## src/design/ds402_pkg.sv

```systemverilog
`timescale 1ns / 1ps
// ----------------------------------------------------------------------------
// ds402_pkg
// Shared types, register codes, SDO constants and the drive state decode
// for the DS402 SDO status monitor.
// ----------------------------------------------------------------------------
package ds402_pkg;

   // input transaction: frame or millisecond tick
   typedef struct packed {
      logic        req_type;
      logic [10:0] frame_id;
      logic [63:0] frame_payload;
   } ds402_req_type;

   // result transaction
   typedef struct packed {
      logic               frame_matched;
      logic               poll_request;
      logic [2:0]         drive_state;
      logic [15:0]        status_bits;
      logic signed [31:0] position_now;
      logic signed [31:0] velocity_now;
      logic signed [7:0]  mode_shown;
      logic               link_up;
      logic               target_hit;
      logic               homing_done;
   } ds402_rsp_type;

   // configuration registers
   typedef struct packed {
      logic [6:0]  node_id;
      logic [15:0] poll_period_ms;
      logic [15:0] link_timeout_ms;
   } ds402_cfg_type;

   // stored drive objects and link flag
   typedef struct packed {
      logic [15:0]        status_val;
      logic [2:0]         drive_state;
      logic signed [31:0] position;
      logic signed [31:0] velocity;
      logic signed [7:0]  mode;
      logic               link;
   } ds402_obj_type;

   // register indexes
   localparam logic [1:0] CSR_NODE_ID      = 2'd0;
   localparam logic [1:0] CSR_POLL_PERIOD  = 2'd1;
   localparam logic [1:0] CSR_LINK_TIMEOUT = 2'd2;

   localparam logic [6:0]  NODE_ID_RST      = 7'd1;
   localparam logic [15:0] POLL_PERIOD_RST  = 16'd50;
   localparam logic [15:0] LINK_TIMEOUT_RST = 16'd1000;

   // request type codes
   localparam logic REQ_FRAME = 1'b0;
   localparam logic REQ_TICK  = 1'b1;

   // sdo framing
   localparam logic [10:0] SDO_RESP_BASE = 11'h580;
   localparam logic [7:0]  SDO_CS_MASK   = 8'hE0;
   localparam logic [7:0]  SDO_CS_UPLOAD = 8'h40;
   localparam logic [7:0]  SDO_CS_DNLD   = 8'h60;

   // object dictionary indexes
   localparam logic [15:0] OBJ_DRIVE_STATUS = 16'h6041;
   localparam logic [15:0] OBJ_MODE_SHOWN   = 16'h6061;
   localparam logic [15:0] OBJ_POSITION     = 16'h6064;
   localparam logic [15:0] OBJ_VELOCITY     = 16'h606C;

   // drive state codes
   localparam logic [2:0] DS_NOT_READY  = 3'd0;
   localparam logic [2:0] DS_DISABLED   = 3'd1;
   localparam logic [2:0] DS_READY      = 3'd2;
   localparam logic [2:0] DS_SWITCHED   = 3'd3;
   localparam logic [2:0] DS_ENABLED    = 3'd4;
   localparam logic [2:0] DS_QUICK_STOP = 3'd5;
   localparam logic [2:0] DS_FAULT      = 3'd7;

   function automatic logic [2:0] decode_state(input logic [15:0] sw);
      logic rdy, son, ena, flt, qs, sod;
      logic [2:0] st;
      rdy = sw[0];
      son = sw[1];
      ena = sw[2];
      flt = sw[3];
      qs  = sw[5];
      sod = sw[6];
      if (!rdy && !son && !ena && !flt && !sod)
         st = DS_NOT_READY;
      else if (!rdy && !son && !ena && sod && !flt)
         st = DS_DISABLED;
      else if (rdy && !son && !ena && !sod && qs && !flt)
         st = DS_READY;
      else if (rdy && son && !ena && !sod && qs && !flt)
         st = DS_SWITCHED;
      else if (rdy && son && ena && !sod && qs && !flt)
         st = DS_ENABLED;
      else if (rdy && son && ena && !sod && !qs && !flt)
         st = DS_QUICK_STOP;
      else if (flt)
         st = DS_FAULT;
      else
         st = DS_NOT_READY;
      return st;
   endfunction

endpackage

```

## src/design/ds402_sdo_status_monitor.sv

```systemverilog
`timescale 1ns / 1ps
// ----------------------------------------------------------------------------
// ds402_sdo_status_monitor
// Watches SDO responses from one DS402 drive and millisecond ticks, keeps
// status word, drive state, position, velocity, mode and link state, and
// asks for a status word poll when the poll period runs out.
// ----------------------------------------------------------------------------
//  channel | direction | handshake              | content
//  req_    | in        | req_valid / req_ready  | frame or tick (ds402_req_type)
//  rsp_    | out       | rsp_valid / rsp_ready  | one result per transaction
//  csr_    | in        | csr_valid / csr_ready  | register index and write data
//
//  one transaction per cycle while rsp_ready stays high; an accepted
//  transaction passes the input register, then the result register
//  the state update is one pass of shallow logic between the two registers
//  reset is synchronous, returns registers to their defaults and clears state
//  a stalled rsp_ready fills the result and input registers, then req_ready
//  drops; the register port is always ready
// ----------------------------------------------------------------------------
module ds402_sdo_status_monitor #(
   parameter int TIMER_WIDTH = 16
) (
   input  logic                     clock,
   input  logic                     reset,
   // input transactions
   input  logic                     req_valid,
   output logic                     req_ready,
   input  ds402_pkg::ds402_req_type req_data,
   // results
   output logic                     rsp_valid,
   input  logic                     rsp_ready,
   output ds402_pkg::ds402_rsp_type rsp_data,
   // register writes
   input  logic                     csr_valid,
   output logic                     csr_ready,
   input  logic [1:0]               csr_index,
   input  logic [15:0]              csr_wdata
);
   import ds402_pkg::*;

   // configuration
   ds402_cfg_type cfg_ff;

   // input stage
   logic          s1_valid_ff;
   ds402_req_type s1_req_ff;

   // result stage
   logic          rsp_valid_ff;
   ds402_rsp_type rsp_data_ff;

   // monitor state
   ds402_obj_type          obj_ff;
   ds402_obj_type          obj_in;
   logic [TIMER_WIDTH-1:0] poll_ff;
   logic [TIMER_WIDTH-1:0] poll_in;
   logic [TIMER_WIDTH-1:0] silence_ff;
   logic [TIMER_WIDTH-1:0] silence_in;
   ds402_rsp_type          rsp_in;

   logic out_free;
   logic s1_move;
   logic req_take;

   // result register empties or is taken this cycle
   assign out_free  = !rsp_valid_ff || rsp_ready;
   // the input stage item is processed and its state update commits
   assign s1_move   = s1_valid_ff && out_free;
   assign req_ready = !s1_valid_ff || s1_move;
   assign req_take  = req_valid && req_ready;
   assign csr_ready = 1'b1;

   assign rsp_valid = rsp_valid_ff;
   assign rsp_data  = rsp_data_ff;

   ds402_step #(
      .TIMER_WIDTH(TIMER_WIDTH)
   ) u_step (
      .cfg        (cfg_ff),
      .req        (s1_req_ff),
      .obj_ff     (obj_ff),
      .poll_ff    (poll_ff),
      .silence_ff (silence_ff),
      .obj_in     (obj_in),
      .poll_in    (poll_in),
      .silence_in (silence_in),
      .rsp        (rsp_in)
   );

   // control state, registers and monitor state
   always_ff @(posedge clock) begin
      if (reset) begin
         s1_valid_ff            <= 1'b0;
         rsp_valid_ff           <= 1'b0;
         cfg_ff.node_id         <= NODE_ID_RST;
         cfg_ff.poll_period_ms  <= POLL_PERIOD_RST;
         cfg_ff.link_timeout_ms <= LINK_TIMEOUT_RST;
         obj_ff                 <= '0;
         poll_ff                <= '0;
         silence_ff             <= '0;
      end else begin
         // register writes; an index past the list is dropped
         if (csr_valid) begin
            unique case (csr_index)
               CSR_NODE_ID:      cfg_ff.node_id         <= csr_wdata[6:0];
               CSR_POLL_PERIOD:  cfg_ff.poll_period_ms  <= csr_wdata;
               CSR_LINK_TIMEOUT: cfg_ff.link_timeout_ms <= csr_wdata;
               default: ;
            endcase
         end

         if (req_take) begin
            s1_valid_ff <= 1'b1;
         end else if (s1_move) begin
            s1_valid_ff <= 1'b0;
         end

         if (s1_move) begin
            rsp_valid_ff <= 1'b1;
         end else if (rsp_ready) begin
            rsp_valid_ff <= 1'b0;
         end

         // state commits once per processed transaction
         if (s1_move) begin
            obj_ff     <= obj_in;
            poll_ff    <= poll_in;
            silence_ff <= silence_in;
         end
      end
   end

   // payload registers
   always_ff @(posedge clock) begin
      if (req_take) begin
         s1_req_ff <= req_data;
      end
      if (s1_move) begin
         rsp_data_ff <= rsp_in;
      end
   end

endmodule

```

## src/design/ds402_step.sv

```systemverilog
`timescale 1ns / 1ps
// ----------------------------------------------------------------------------
// ds402_step
// Next-state and result logic for one transaction: timers, frame match,
// sdo upload decode and object update.
// ----------------------------------------------------------------------------
module ds402_step #(
   parameter int TIMER_WIDTH = 16
) (
   input  ds402_pkg::ds402_cfg_type  cfg,
   input  ds402_pkg::ds402_req_type  req,
   input  ds402_pkg::ds402_obj_type  obj_ff,
   input  logic [TIMER_WIDTH-1:0]    poll_ff,
   input  logic [TIMER_WIDTH-1:0]    silence_ff,
   output ds402_pkg::ds402_obj_type  obj_in,
   output logic [TIMER_WIDTH-1:0]    poll_in,
   output logic [TIMER_WIDTH-1:0]    silence_in,
   output ds402_pkg::ds402_rsp_type  rsp
);
   import ds402_pkg::*;

   localparam int CMP_W = (TIMER_WIDTH > 16) ? TIMER_WIDTH : 16;

   logic [TIMER_WIDTH-1:0] poll_inc;
   logic [TIMER_WIDTH-1:0] silence_inc;
   logic                   poll_fire;
   logic                   silence_fire;
   logic                   matched;
   logic [7:0]             cs;
   logic [15:0]            idx;
   logic [31:0]            value;
   logic                   is_upload;

   // saturating timers
   assign poll_inc    = (poll_ff == '1) ? poll_ff : poll_ff + 1'b1;
   assign silence_inc = (silence_ff == '1) ? silence_ff : silence_ff + 1'b1;
   assign poll_fire    = CMP_W'(poll_inc) > CMP_W'(cfg.poll_period_ms);
   assign silence_fire = CMP_W'(silence_inc) > CMP_W'(cfg.link_timeout_ms);

   assign cs        = req.frame_payload[7:0];
   assign idx       = req.frame_payload[23:8];
   assign value     = req.frame_payload[63:32];
   assign matched   = (req.req_type == REQ_FRAME) &&
                      (req.frame_id == SDO_RESP_BASE + {4'd0, cfg.node_id});
   assign is_upload = (cs != SDO_CS_DNLD) && ((cs & SDO_CS_MASK) == SDO_CS_UPLOAD);

   always_comb begin
      obj_in     = obj_ff;
      poll_in    = poll_ff;
      silence_in = silence_ff;
      if (req.req_type == REQ_TICK) begin
         poll_in    = poll_fire ? '0 : poll_inc;
         silence_in = silence_inc;
         if (silence_fire) begin
            obj_in.link = 1'b0;
         end
      end else if (matched) begin
         obj_in.link = 1'b1;
         silence_in  = '0;
         if (is_upload) begin
            case (idx)
               OBJ_DRIVE_STATUS: begin
                  obj_in.status_val  = value[15:0];
                  obj_in.drive_state = decode_state(value[15:0]);
               end
               OBJ_POSITION: obj_in.position = value;
               OBJ_VELOCITY: obj_in.velocity = value;
               OBJ_MODE_SHOWN: obj_in.mode = value[7:0];
               default: ;
            endcase
         end
      end
   end

   // results show the state after the update
   always_comb begin
      rsp.frame_matched  = matched;
      rsp.poll_request   = (req.req_type == REQ_TICK) && poll_fire;
      rsp.drive_state    = obj_in.drive_state;
      rsp.status_bits    = obj_in.status_val;
      rsp.position_now   = obj_in.position;
      rsp.velocity_now   = obj_in.velocity;
      rsp.mode_shown     = obj_in.mode;
      rsp.link_up        = obj_in.link;
      rsp.target_hit     = obj_in.status_val[10];
      rsp.homing_done    = obj_in.status_val[12];
   end

endmodule

```

## config.mk

```make
export PLATFORM = sky130hd
export DESIGN_NAME = ds402_sdo_status_monitor
export DESIGN_NICKNAME = d
export VERILOG_FILES = /design/src/design/ds402_pkg.sv /design/src/design/ds402_sdo_status_monitor.sv /design/src/design/ds402_step.sv
export SDC_FILE = /design/constraint.sdc
export NUM_CORES = 1
export LEC_CHECK = 0
export BUFFER_PORTS_ARGS = -buffer_cell sky130_fd_sc_hd__buf_2
export CAP_MARGIN = 5
export CELL_PAD_IN_SITES_DETAIL_PLACEMENT = 2
export CELL_PAD_IN_SITES_GLOBAL_PLACEMENT = 2
export CORE_UTILIZATION = 42
export CTS_BUF_LIST = sky130_fd_sc_hd__clkbuf_2
export CTS_CLUSTER_DIAMETER = 200
export DETAILED_ROUTE_END_ITERATION = 16
export GPL_TIMING_DRIVEN = 0
export HOLD_SLACK_MARGIN = 0.1
export PLACE_DENSITY = 0.95
export SETUP_SLACK_MARGIN = 0.3
export SLEW_MARGIN = 0
export SYNTH_ARGS = -nofsm -noshare
export SYNTH_HDL_FRONTEND = slang
export SYNTH_SLANG_ARGS = --single-unit
```

## constraint.sdc

```tcl
create_clock -name clock -period 12.6 [get_ports clock]
set_clock_uncertainty 0.2 [all_clocks]
set_input_delay 1.26 -clock clock [delete_from_list [all_inputs] [get_ports clock]]
set_output_delay 1.26 -clock clock [all_outputs]
set_load 0.005 [all_outputs]
```

==> results.md <==
- The biggest area contributor in the post-synthesis netlist is sky130_fd_sc_hd__edfxtp_1.
- The tool flagged a number of max-cap violations equal to 0.
- Based on the critical path, the design can be clocked at up to about 190 MHz.
- Entering global routing, the biggest net connects 64 pins.
- In this design, the critical path's most frequently occurring cell is sky130_fd_sc_hd__clkbuf_1.
- Using the TritonRoute via totals, the vias-per-cell ratio works out to 5.98.
- The number of synthesis warnings is 0.
- Adding up every negative setup slack in the final design gives 0 ps.
- Counting flops with an async set or reset pin after synthesis yields a share of 0%.
- The worst path uses 41.7% of the clock period.
- The worst-skew pair later-pin latency is around 1100 ps.
- The clock transition at the registers of the reported paths is roughly 150 ps.
- The number of I/O port buffers is 182.
- Of the post-synthesis cell area, the part taken by muxes is 9.56%.
- The critical path goes through ha_1, nand2_1, clkbuf_1, nor3_1, nor2_1, a21oi_1, ha_1, nand4_1, nor4_1, and2_1, a31o_2, clkbuf_1, clkbuf_1, a21oi_1, nor3_1.
- The initial core utilization is a little over two fifths.
- The run finished with clean final reports.
- The final hold violation count came to 0.
- Summing the areas of all fa, ha and maj instances in the mapped netlist gives between 3 and 4% of the synthesized area.
- The wire length of the first global-routing pass is roughly 89000 um.
- The compound-cell area share of the yosys netlist is a little under a tenth.
- The number of buffers added for setup after CTS is 0.
- The number of global-route vias before repair is roughly 14000.
- For this design, the CTS-stage hold fixing added 0 buffers.
- Measured against its own limit, the worst slew margin works out to 33.5%.
- Synthesis produced a netlist whose cell count is between 1000 and 1500.
- In this run the horizontal extent of the chip is about 180 um.
- The tightest hold path in the finished design has a slack of ~220 ps.
- The worst setup path is of the reg2reg kind.
- The post-detailed-placement half-perimeter wirelength is about 35000 um.
- The clock net in this run drives a total of around 320 sinks.
- The worst setup path is captured at a flop.
- The maximum cell stage delay along the critical path is between 500 and 600 ps.
- The number of register bits inferred by synthesis is 322.
- The area growth from synthesis to layout is 16.7%.
- The placeable core area is 0.0317 mm2.
- For the finished layout, the period the worst path requires is approximately 5300 ps.
- When the netlist entered floorplanning its net count stood at 1378.
- The number of fill cells in the layout is 3233.
- The top-level port count is 198.
- After detailed routing, the average wire length per cell comes to about 30 um.
- The post-synthesis share of cell area spent on xor and xnor gates is 1.74%.
- The number of max-slew violations in the final report is 0.
- Yosys attributes the largest share of cell area to sky130_fd_sc_hd__edfxtp_1 (35%), sky130_fd_sc_hd__dfxtp_1 (24%), sky130_fd_sc_hd__mux2_2 (6.5%), sky130_fd_sc_hd__nand2_1 (6.1%), sky130_fd_sc_hd__a21oi_1 (4.2%).
- The cell with the largest stage delay on the worst path is sky130_fd_sc_hd__dfxtp_1.
- The startpoint class of the critical path is a flop.
- The number of nets with antenna violations after routing is 0.
- The highest ir drop seen on vdd is roughly 0.075 mV.
- For the pin with the worst max-slew slack, the measured transition is approximately 1000 ps.
- The dominant register cell in the synthesized netlist is sky130_fd_sc_hd__dfxtp_1.
- The cell area that synthesis handed to floorplanning was 0.0136 mm2.
- The die outline area is roughly 0.033 mm2.
- The sequential area share after synthesis is about three fifths.
- Setup violations remaining at the end of the flow were counted as 0.
- In the final design database the tool counted between 1500 and 2000 nets.
- The worst endpoint data arrival time is approximately 6000 ps.
- Routed signal wires occupy layers up through met5.
- Summed over all nets, wire length on met3 after detailed routing comes to ~3900 um.
- The floorplan step set the die height to 182 um.
- Detailed routing placed a total of between 30000 and 40000 um of wire on met2.
- The TritonCTS clock tree is yes.
- The clock tree synthesis step divided the H-tree into 3 levels.
- The proportion of layout cells with a drive suffix above 1 is roughly 28%.
- The pre-antenna-repair detailed-routing pass consisted of 5 iterations.
- STA puts the critical path data required time at approximately 13000 ps.
- After synthesis, the largest area contributor takes up around a third of total cell area.
- In this run, CTS created clock tree buffers numbering 87.
- The tree is rooted in a sky130_fd_sc_hd__clkbuf_2.
- In this run, synthesis inferred between 150 and 200 flip-flops with an integrated enable.
- The total overflow left after global routing is 0.
- The final weighted congestion of routability-driven global placement is 0.833.
- The number of distinct library cell variants in the gate-level netlist after synthesis is between 50 and 60.
- A synthesized cell averages approximately 11 um2.
- The completed layout was analyzed and its total power is about 2.1 mW.
- The path type of the worst min-delay path is in2reg.
- The number of buffers between clock root and the deepest sink is 3.
- Summing the areas of all and, or, nand and nor instances in the mapped netlist gives 14.1% of the synthesized area.
- Wires add up to ~60000 um.
- The leakage power figure is roughly 6.5 nW.
- Global routing consumed, over all layers together, between 30% and 40% of the routing resources.
- The total number of placement rows is 65.
- The sum of routed wire segments on met1 is approximately 22000 um.
- The initial antenna violation count came to 3.
- The power per cell area is roughly 130 mW/mm2.
- By area, the combinational part of the netlist is dominated by simple AND/OR/NAND/NOR gates.
- The worst-case register-to-register setup slack is roughly 7300 ps.
- Setup repair after global routing left no endpoint under its margin.
- The number of violations reported at the end of detailed-routing iteration 0 is between 900 and 1000.
- In the routed design, unresolved DRC markers number 0.
- The number of gates resized after CTS is 0.
- Along the worst path, the maximum fanout reaches 10.
- Across all layers, the routed design uses 11900 vias.
-- worst paths after layout --
kind | startpoint | end | cells past startpoint
min reg2reg | cfg_ff[26] | cfg_ff[26] | 2
max reg2reg | poll_ff[0] | poll_ff[15] | 15
min | req_data[15] | s1_req_ff[15] | 1
max | poll_ff[0] | poll_ff[15] | 15
-- cell usage after synthesis, types with 10 or more instances --
cell	instances
sky130_fd_sc_hd__dfxtp_1	165
sky130_fd_sc_hd__mux2_1	10
sky130_fd_sc_hd__mux2i_1	30
sky130_fd_sc_hd__nand3_1	27
sky130_fd_sc_hd__o21ai_0	31
sky130_fd_sc_hd__inv_1	39
sky130_fd_sc_hd__clkbuf_1	45
sky130_fd_sc_hd__ha_1	34
sky130_fd_sc_hd__a31oi_1	14
sky130_fd_sc_hd__edfxtp_1	157
sky130_fd_sc_hd__nor3_1	15
sky130_fd_sc_hd__a211o_1	10
sky130_fd_sc_hd__and3_1	16
sky130_fd_sc_hd__nor2_1	69
sky130_fd_sc_hd__mux2_2	79
sky130_fd_sc_hd__buf_2	15
sky130_fd_sc_hd__xnor2_1	20
sky130_fd_sc_hd__a21oi_1	114
sky130_fd_sc_hd__nand2_1	222
-- critical path, delay by kind of cell (launching register included) --
family,cells,cell delay (ps)
AND/OR/NAND/NOR,7,1890
buffers and inverters,3,1270
adder cells (fa/ha/maj),2,610
AO/OA/AOI/OAI,3,610
flip-flops,1,560
-- stage by stage --
| stage | cell area [um2] | worst slack (ps) | instances | util (%) |
|---|---|---|---|---|
| finish | 15900 | 7350 | 1994 | 50.1 |
| global route | 15900 | 7240 | 1994 | 50.1 |
| CTS | 15900 | 7610 | 1992 | 50.1 |
| detailed placement | 15100 | 7890 | 1832 | 47.7 |
| global placement | 15000 | 4170 | 1829 | 47.4 |
| floorplan | 13600 | 6940 | 1245 | - |
-- final cells by class --
type | instances | area, um2 | area share [%]
clock inverters | 21 | 80.1 | 0.503
diodes | 2 | 5.00 | 0.0315
multi-input cells | 810 | 5140 | 32.3
clock buffers | 139 | 696 | 4.37
plain buffers | 74 | 334 | 2.10
inverters | 39 | 146 | 0.920
flip-flops and latches | 322 | 8020 | 50.4
well taps | 402 | 503 | 3.16
repair buffers | 185 | 986 | 6.20
-- where the power goes --
part,switching (mW),internal [mW]
Combinational,0.0831,0.0398
Sequential,0.0262,1.13
Clock,0.538,0.289
Total,0.647,1.46
-- state kept, by name, indices dropped and copies added, names as in the netlist --
signal / count
cfg_ff: 39
obj_ff: 92
poll_ff: 16
rsp_data: 94
rsp_valid: 1
s1_req_ff: 63
s1_valid_ff: 1
silence_ff: 16
-- logic make-up after synthesis --
| family | Yosys count |
|---|---|
| other cells | 1 |
| simple gates | 417 |
| xor+xnor | 27 |
| compound gates | 212 |
| flops | 322 |
| buf+inv | 113 |
| fa+ha+maj | 34 |
| mux | 119 |
-- cells in the final DEF, fill, tap and decap left out, types with 39 or more instances in the layout --
master and n:
sky130_fd_sc_hd__clkbuf_1 44, sky130_fd_sc_hd__a21oi_1 114, sky130_fd_sc_hd__buf_2 197, sky130_fd_sc_hd__nand2_1 222, sky130_fd_sc_hd__nor2_1 69, sky130_fd_sc_hd__dfxtp_1 165
sky130_fd_sc_hd__mux2_2 79, sky130_fd_sc_hd__clkbuf_2 139, sky130_fd_sc_hd__edfxtp_1 157, sky130_fd_sc_hd__inv_1 39
-- routing by layer --
metal  GRT usage [%]  vias to the layer above
met5               0                        -
met1            40.1                     6028
li1                -                     5028
met3            7.92                      227
met2            64.9                      648
met4            21.5                        2
Power figures use the tool's default switching activity.
